<file path="src/hw/rtl/fdg_pkg.sv">
`timescale 1ns / 1ps
// Shared types, codes and per-format constants of the F/D/G arithmetic unit.
// Depends on nothing; every other file imports it.
package fdg_pkg;

   localparam int OPND_W = 64;
   localparam int EXP_W  = 11;
   localparam int WEXP_W = 14;
   localparam int CNT_W  = 6;

   localparam logic [1:0] OP_ADD = 2'd0;
   localparam logic [1:0] OP_SUB = 2'd1;
   localparam logic [1:0] OP_MUL = 2'd2;
   localparam logic [1:0] OP_DIV = 2'd3;

   localparam logic [1:0] FMT_F = 2'd0;
   localparam logic [1:0] FMT_D = 2'd1;
   localparam logic [1:0] FMT_G = 2'd2;

   localparam logic [2:0] ST_OK   = 3'd0;
   localparam logic [2:0] ST_RSVD = 3'd1;
   localparam logic [2:0] ST_OVFL = 3'd2;
   localparam logic [2:0] ST_UNFL = 3'd3;
   localparam logic [2:0] ST_DZRO = 3'd4;

   typedef struct packed {
      logic               sign;
      logic [EXP_W-1:0]   exp;
      logic [OPND_W-1:0]  frac;
   } unp_type;

   typedef enum logic [11:0] {
      S_IDLE    = 12'b0000_0000_0001,
      S_LOAD    = 12'b0000_0000_0010,
      S_ALIGN   = 12'b0000_0000_0100,
      S_SUM     = 12'b0000_0000_1000,
      S_MUL_PP  = 12'b0000_0001_0000,
      S_MUL_ACC = 12'b0000_0010_0000,
      S_MUL_FIN = 12'b0000_0100_0000,
      S_DIV     = 12'b0000_1000_0000,
      S_DIV_FIN = 12'b0001_0000_0000,
      S_NORM    = 12'b0010_0000_0000,
      S_ROUND   = 12'b0100_0000_0000,
      S_EMIT    = 12'b1000_0000_0000
   } state_type;

   typedef struct packed {
      logic capture;
      logic load;
      logic align;
      logic sum;
      logic mul_pp;
      logic mul_acc;
      logic mul_fin;
      logic div_step;
      logic div_fin;
      logic norm;
      logic round;
      logic emit;
   } cmd_type;

   typedef struct packed {
      logic       load_err;
      logic [1:0] op;
      logic       mul_last;
      logic       div_more;
      logic       norm_done;
   } sts_type;

   function automatic logic [EXP_W-1:0] fmt_exp_max(logic [1:0] f);
      logic [EXP_W-1:0] r;
      unique case (f)
         FMT_G:   r = 11'h7FF;
         default: r = 11'h0FF;
      endcase
      return r;
   endfunction

   function automatic logic [EXP_W-1:0] fmt_bias(logic [1:0] f);
      logic [EXP_W-1:0] r;
      unique case (f)
         FMT_G:   r = 11'd1024;
         default: r = 11'd128;
      endcase
      return r;
   endfunction

   function automatic logic [CNT_W-1:0] fmt_steps(logic [1:0] f);
      logic [CNT_W-1:0] r;
      unique case (f)
         FMT_F:   r = 6'd27;
         FMT_D:   r = 6'd59;
         default: r = 6'd56;
      endcase
      return r;
   endfunction

   function automatic logic [OPND_W-1:0] fmt_round(logic [1:0] f);
      logic [OPND_W-1:0] r;
      unique case (f)
         FMT_F:   r = 64'h0000_0080_0000_0000;
         FMT_D:   r = 64'h0000_0000_0000_0080;
         default: r = 64'h0000_0000_0000_0400;
      endcase
      return r;
   endfunction

endpackage

</file>
<file path="src/hw/rtl/fdg_ctrl.sv">
`timescale 1ns / 1ps
// Sequencer of the F/D/G unit: steps the datapath through each operation.
// Depends on fdg_pkg for the state, command and status types.
module fdg_ctrl import fdg_pkg::*; (
   input  logic    clock,
   input  logic    reset,
   input  logic    req_valid,
   output logic    req_ready,
   output logic    rsp_valid,
   input  logic    rsp_ready,
   input  sts_type sts,
   output cmd_type cmd
);

   state_type state_ff, state_in;
   logic      rsp_valid_ff, rsp_valid_in;
   logic      out_free;

   assign out_free  = !rsp_valid_ff || rsp_ready;
   assign req_ready = (state_ff == S_IDLE);
   assign rsp_valid = rsp_valid_ff;

   always_comb begin
      state_in = state_ff;
      cmd      = '0;
      unique case (state_ff)
         S_IDLE: begin
            cmd.capture = req_valid;
            if (req_valid) state_in = S_LOAD;
         end
         S_LOAD: begin
            cmd.load = 1'b1;
            if (sts.load_err) state_in = S_EMIT;
            else begin
               unique case (sts.op)
                  OP_MUL:  state_in = S_MUL_PP;
                  OP_DIV:  state_in = S_DIV;
                  default: state_in = S_ALIGN;
               endcase
            end
         end
         S_ALIGN: begin
            cmd.align = 1'b1;
            state_in  = S_SUM;
         end
         S_SUM: begin
            cmd.sum  = 1'b1;
            state_in = S_NORM;
         end
         S_MUL_PP: begin
            cmd.mul_pp = 1'b1;
            state_in   = S_MUL_ACC;
         end
         S_MUL_ACC: begin
            cmd.mul_acc = 1'b1;
            state_in    = sts.mul_last ? S_MUL_FIN : S_MUL_PP;
         end
         S_MUL_FIN: begin
            cmd.mul_fin = 1'b1;
            state_in    = S_NORM;
         end
         S_DIV: begin
            cmd.div_step = sts.div_more;
            if (!sts.div_more) state_in = S_DIV_FIN;
         end
         S_DIV_FIN: begin
            cmd.div_fin = 1'b1;
            state_in    = S_NORM;
         end
         S_NORM: begin
            cmd.norm = !sts.norm_done;
            if (sts.norm_done) state_in = S_ROUND;
         end
         S_ROUND: begin
            cmd.round = 1'b1;
            state_in  = S_EMIT;
         end
         S_EMIT: begin
            cmd.emit = out_free;
            if (out_free) state_in = S_IDLE;
         end
         default: state_in = S_IDLE;
      endcase
   end

   always_comb begin
      if (cmd.emit)      rsp_valid_in = 1'b1;
      else if (rsp_ready) rsp_valid_in = 1'b0;
      else               rsp_valid_in = rsp_valid_ff;
   end

   always_ff @(posedge clock) begin
      if (reset) begin
         state_ff     <= S_IDLE;
         rsp_valid_ff <= 1'b0;
      end else begin
         state_ff     <= state_in;
         rsp_valid_ff <= rsp_valid_in;
      end
   end

endmodule

</file>
<file path="config.mk">
export PLATFORM = sky130hd
export DESIGN_NAME = fdg_ctrl
export DESIGN_NICKNAME = d
export VERILOG_FILES = /design/src/hw/rtl/fdg_pkg.sv /design/src/hw/rtl/fdg_ctrl.sv
export SDC_FILE = /design/constraint.sdc
export NUM_CORES = 1
export LEC_CHECK = 0
export ABC_AREA = 0
export BUFFER_PORTS_ARGS = -buffer_cell sky130_fd_sc_hd__buf_2
export CAP_MARGIN = 10
export CORE_MARGIN = 8
export CORE_UTILIZATION = 51
export DETAILED_ROUTE_END_ITERATION = 10
export MAX_ROUTING_LAYER = met4
export PLACE_DENSITY = 0.88
export SYNTH_ARGS = -nofsm -noshare
export SYNTH_HDL_FRONTEND = slang
export SYNTH_SLANG_ARGS = --single-unit
</file>
<file path="constraint.sdc">
create_clock -name clock -period 2.6 [get_ports clock]
set_input_delay 0.13 -clock clock [delete_from_list [all_inputs] [get_ports clock]]
set_output_delay 0.13 -clock clock [all_outputs]
set_load 0.01 [all_outputs]
</file>
==> impl_metrics.env, run 1 <==
export IMPL_p_leak_uw=0.000409
export IMPL_power_density_nw_per_um2=495
export IMPL_hold_violations=0
export IMPL_yosysSeqAreaShare=0.293
export IMPL_min_period_ns=2.52
export IMPL_fill_cells=155
export IMPL_drc=0
export IMPL_rsz0062_at_grt="no"
export IMPL_cts_root_buf="clkbuf_4"
export IMPL_dieArea_um2=3340
export IMPL_synth_cells=109
export IMPL_cp_slowest_stage_delay_ns=0.60
export IMPL_cap_violations=0
export IMPL_ys_seq_elements=13
export IMPL_antenna_found_initial=0
export IMPL_portBuffers=23
export IMPL_timing_fmax_ghz=0.397
export IMPL_cts_reportedPaths_clkPinSlew_ns=0.07
export IMPL_clock_skew_ns=0.0110
export IMPL_seqCellArea_um2=265
export IMPL_maxSlewViolCount=0
export IMPL_slew_headroom=0.434
export IMPL_synthSimpleGateAreaFrac=0.442
export IMPL_gr_total_overflow=0
export IMPL_drive_above_1_share=0.317
export IMPL_end_kind="primary output"
export IMPL_cts_tree="yes"
export IMPL_dpl_worst_slack_ns=0.329
export IMPL_syn_area_per_cell_um2=8.16
export IMPL_cts_buffers=3
export IMPL_ys_warn_count=0
export IMPL_worstPathMaxFanout=7
export IMPL_std_cell_rows=15
export IMPL_status="finished, final reports clean"
export IMPL_syn_nets=119
export IMPL_place_area_um2=971
export IMPL_dr_pass1_iters=5
export IMPL_core_um2=1690
export IMPL_fp_dieH_um=57.8
export IMPL_final_common_cell="buf_2"
export IMPL_setup_slack_ns=0.0795
export IMPL_worst_pin_slew_ns=0.841
export IMPL_fin_area_um2=1010
export IMPL_cts_sinks=13
export IMPL_track_usage=0.148
export IMPL_dp_hpwl_um=1830
export IMPL_crit_buf_inv=1
export IMPL_drt_total_wl_um=2350
export IMPL_cts_htree_levels=1
export IMPL_synth_top_family_by_area="simple AND/OR/NAND/NOR gates"
export IMPL_post_cts_buffers=0
export IMPL_cp_data_arrival_time_ns=2.39
export IMPL_dr_first_iter_drc_count=34
export IMPL_layout_nets=137
export IMPL_critPathTopFamily="simple AND/OR/NAND/NOR gates"
export IMPL_cts_resized=1
export IMPL_synth_mux_area_frac=0.0113
export IMPL_cp_start_kind="flop"
export IMPL_required_ns=2.47
export IMPL_postCtsHoldBufs=0
export IMPL_mostFrequentLayoutCells="buf_2, nor4_1, dfxtp_1"
export IMPL_multiInputGateArea_um2=557
export IMPL_synth_adder_area_share=0
export IMPL_detail_route_antenna_nets=0
export IMPL_crit_chain="or4_4 -> or3_4 -> or4b_4 -> nor2b_1 -> buf_2"
export IMPL_syn_to_final_growth_pct=13.2
export IMPL_setup_violations=0
export IMPL_start_util=0.527
export IMPL_critPathSlowestCell="or4_4"
export IMPL_grt_pass1_vias=877
export IMPL_final_setup_tns_ns=0
export IMPL_vias=916
export IMPL_worst_skew_pair_late_latency_ns=0.29
export IMPL_vdd_ir_drop_max_v=0.000351
export IMPL_crit_type="flop to primary output"
export IMPL_synth_xor_area_share=0.0394
export IMPL_grt_pass1_wl_um=3770
export IMPL_hold_class="input pin to flop"
export IMPL_wl_per_cell_um=16.5
export IMPL_synth_area_um2=890
export IMPL_io_pins=24
export IMPL_grt_max_degree=12
export IMPL_synthDistinctLibCells=41
export IMPL_gp_congestion=0.871
export IMPL_die_width_um=57.8
export IMPL_cts_buffer_depth=2
export IMPL_synth_compound_area_frac=0.128
export IMPL_antenna_cells=0
export IMPL_vias_per_cell=6.41
export IMPL_min_period_over_period=0.969
[final cells by class]
type | instances | share of cell area
sequential | 13 | 0.263
tap | 17 | 0.0211
inverter | 4 | 0.0149
clock buffer | 4 | 0.0261
timing repair buffer | 24 | 0.122
multi-input combinational | 81 | 0.553
[state kept, by name (all words and copies together), names as in the netlist]
signal and cells:
rsp_valid 1, state_ff 12
[through the flow]
step	total power [µW]	utilization	hold slack, ns	std cells
final	498	0.596	0.0290	143
after CTS	502	0.593	0.0311	143
after detailed placement	366	0.575	0.334	139
after global routing	534	0.596	0.0146	143
after global placement	364	0.575	0.324	139
after floorplan	328	-	0.192	109
[path summary, 6_finish.rpt]
kind,startpoint,end,cells past startpoint,slack [ns]
max,state_ff[5]$_SDFFE_PP0P_,cmd[0],5,0.08
min,sts[4],state_ff[2]$_SDFFE_PP0P_,2,0.03
max reg2reg,state_ff[5]$_SDFFE_PP0P_,rsp_valid$_SDFFE_PP0P_,4,0.56
min reg2reg,rsp_valid$_SDFFE_PP0P_,rsp_valid$_SDFFE_PP0P_,2,0.52
[cell families after synthesis]
kind of cell | Yosys count
AO/OA/AOI/OAI | 16
flip-flops | 13
XOR/XNOR | 4
AND/OR/NAND/NOR | 60
multiplexers | 1
buffers and inverters | 15
[Yosys cell counts, drive strengths merged]
cell type	count	area, µm²
mux2i	1	10.0
nand2	4	15.0
nand3b	2	15.0
a21oi	4	23.8
dfxtp	13	260
nor4	9	56.3
or4b	3	33.8
a31oi	1	6.26
or3	2	12.5
nor3	6	30.0
nand2b	3	18.8
xnor2	2	17.5
and3b	1	8.76
nand4b	1	8.76
nor3b	5	37.5
xor2	2	17.5
o21ai	3	15.0
inv	4	15.0
nor4bb	2	20.0
or3b	1	8.76
and3	1	6.26
o21ba	1	10.0
buf	4	35.0
nor4b	3	26.3
o32ai	2	17.5
nor2b	1	6.26
clkbuf	7	27.5
o2111ai	2	17.5
nand3	4	20.0
nor2	7	26.3
or4	3	30.0
o31ai	1	7.51
a41oi	1	8.76
nand4	2	12.5
o21a	1	7.51
[report_power, final]
group	internal, µW	leakage [µW]	switching (µW)
combinational	65.2	0.000288	77.7
clock	59.7	0.0000150	69.4
sequential	210	0.000106	16.2
[metal layers]
layer,up-vias,part of all wire,GRT usage
li1,449,-,-
met4,0,0.021,0.0664
met2,52,0.46,0.232
met5,-,0,-
met1,407,0.43,0.161
met3,8,0.097,0.0596
[worst register-to-register path, delay by kind of cell (launching register included)]
kind               cells  cell delay, ns
and+or+nand+nor        3            1.50
AOI/OAI and AO/OA      1            0.13
DFF                    1            0.36
Power figures use the tool's default switching activity.
==> run 2: changes to the inputs <==
CORE_UTILIZATION = 46   (was 51)
PLACE_DENSITY = 0.84   (was 0.88)
clock period = 2.3 ns   (was 2.6 ns; I/O delays follow)
==> run 2 against run 1 <==
The run now ends with setup timing left. Power increased by 17%. Flip-flop and latch count unchanged. Die area up 7.8%. Global-route usage increased by 0.96 points. Largest power group unchanged. Worst setup slack lost 0.17 ns. Highest routed layer unchanged. First-iteration DRC count down 15%. Largest cell class unchanged.
==> impl_metrics.env, run 2 (synthesis results as in run 1) <==
export IMPL_status="finished with violations"
export IMPL_violations="setup timing"
export IMPL_start_util=0.473
export IMPL_largest_reg_flops=12
export IMPL_timing_fmax_ghz=0.419
export IMPL_crit_type="flop to primary output"
export IMPL_largest_register="state_ff"
export IMPL_rsz0062_at_grt="yes"
export IMPL_grt_pass1_vias=990
export IMPL_gp_congestion=0.900
export IMPL_io_pins=24
export IMPL_vias_per_cell=6.08
export IMPL_fp_dieH_um=60.0
export IMPL_setup_slack_ns=-0.0884
export IMPL_grt_max_degree=12
export IMPL_portBuffers=23
export IMPL_gr_total_overflow=0
export IMPL_p_leak_uw=0.000466
export IMPL_drc=0
export IMPL_cts_buffer_depth=2
export IMPL_min_period_ns=2.39
export IMPL_p_total_uw=585
export IMPL_dpl_worst_slack_ns=0.122
export IMPL_hold_class="input pin to flop"
export IMPL_dr_pass1_iters=4
export IMPL_dieArea_um2=3600
export IMPL_detail_route_antenna_nets=0
export IMPL_cap_violations=0
export IMPL_instances_no_fill=163
export IMPL_cp_start_kind="flop"
export IMPL_dp_cells=157
export IMPL_drt_total_wl_um=2580
export IMPL_clock_skew_ns=0.00846
export IMPL_end_kind="primary output"
export IMPL_min_period_over_period=1.04
export IMPL_cts_tree="yes"
export IMPL_setup_violations=1
export IMPL_final_common_cell="buf_2"
export IMPL_hold_violations=0
export IMPL_cts_root_buf="clkbuf_4"
export IMPL_slew_headroom=0.638
export IMPL_antenna_found_initial=0
export IMPL_std_cell_rows=16
export IMPL_maxSlewViolCount=0
export IMPL_final_setup_tns_ns=-0.0884
export IMPL_core_um2=1880
export IMPL_required_ns=2.18
export IMPL_fin_area_um2=1110
export IMPL_cts_sinks=13
export IMPL_antenna_cells=0
export IMPL_postCtsHoldBufs=0
export IMPL_cts_reportedPaths_clkPinSlew_ns=0.08
export IMPL_cts_htree_levels=1
export IMPL_cp_data_arrival_time_ns=2.27
export IMPL_drive_above_1_share=0.382
export IMPL_vias=991
export IMPL_cts_buffers=3
export IMPL_vdd_ir_drop_max_v=0.000422
export IMPL_layout_nets=147
export IMPL_place_area_um2=1040
export IMPL_grt_pass1_wl_um=4240
export IMPL_worst_pin_slew_ns=0.538
export IMPL_power_density_nw_per_um2=526
export IMPL_die_width_um=60.0
export IMPL_track_usage=0.157
export IMPL_dr_first_iter_drc_count=29
export IMPL_syn_to_final_growth_pct=25.0
export IMPL_worst_skew_pair_late_latency_ns=0.28
export IMPL_wl_per_cell_um=15.8
export IMPL_dp_hpwl_um=1940
export IMPL_fill_cells=173
export IMPL_mostFrequentLayoutCells="buf_2, buf_4, dfxtp_1"
export IMPL_worstPathMaxFanout=2
## run 2: cell count changes in the layout (fill, tap and decap cells not counted)
cell / previous run / this run
nor4b_1: 3 / 2
nor4_2: 0 / 1
dfxtp_1: 9 / 10
buf_4: 1 / 11
clkinv_2: 0 / 1
nor4b_2: 0 / 1
dfxtp_4: 0 / 2
dfxtp_2: 4 / 1
clkbuf_1: 1 / 0
nor4_1: 9 / 8
## run 2: worst paths after layout
check,startpoint,to,slack (ns),cells after the start
min,sts[4],state_ff[2]$_SDFFE_PP0P_,0.02,2
max,state_ff[6]$_SDFFE_PP0P_,cmd[0],-0.09,5
min reg2reg,rsp_valid$_SDFFE_PP0P_,rsp_valid$_SDFFE_PP0P_,0.53,2
max reg2reg,state_ff[6]$_SDFFE_PP0P_,rsp_valid$_SDFFE_PP0P_,0.33,4
## run 2: repair_timing
item / in CTS / in global routing
endpoints found under the setup margin: 3 / 3
buffers inserted: 2 / 0
pin swaps: 1 / 2
resized for setup: 5 / 3
## run 2: power by group
part,switching (µW),internal (µW)
logic,111,90.6
clock network,76.2,64.6
registers,6.91,236
## run 2: final cells by class
type / instances / area [µm²] / area share
clock inverters: 1 / 5.00 / 0.00450
repair buffers: 34 / 198 / 0.178
clock buffers: 3 / 22.5 / 0.0202
inverters: 4 / 15.0 / 0.0135
flip-flops and latches: 13 / 269 / 0.242
well taps: 27 / 33.8 / 0.0304
multi-input cells: 81 / 569 / 0.512
## run 2: layer usage
layer | global-route usage | up-vias | share of wire
li1 | - | 467 | -
met1 | 0.167 | 462 | 0.38
met2 | 0.263 | 55 | 0.52
met3 | 0.0344 | 7 | 0.076
met4 | 0.0884 | 0 | 0.020
met5 | - | - | 0
## run 2: per-stage QoR
| step | hold WS (ns) | util |
|---|---|---|
| final | 0.0187 | 0.591 |
| after global routing | 0.0112 | 0.591 |
| after CTS | 0.0131 | 0.582 |
| after detailed placement | 0.318 | 0.555 |
| after global placement | 0.318 | 0.555 |
| after floorplan | 0.177 | - |
## run 2: critical path, stage by stage, from the launching register on
cell and delay (ns):
dfxtp_1 0.33, or4_4 0.53, or3_4 0.38, or4b_4 0.50, nor2b_1 0.12, buf_2 0.13
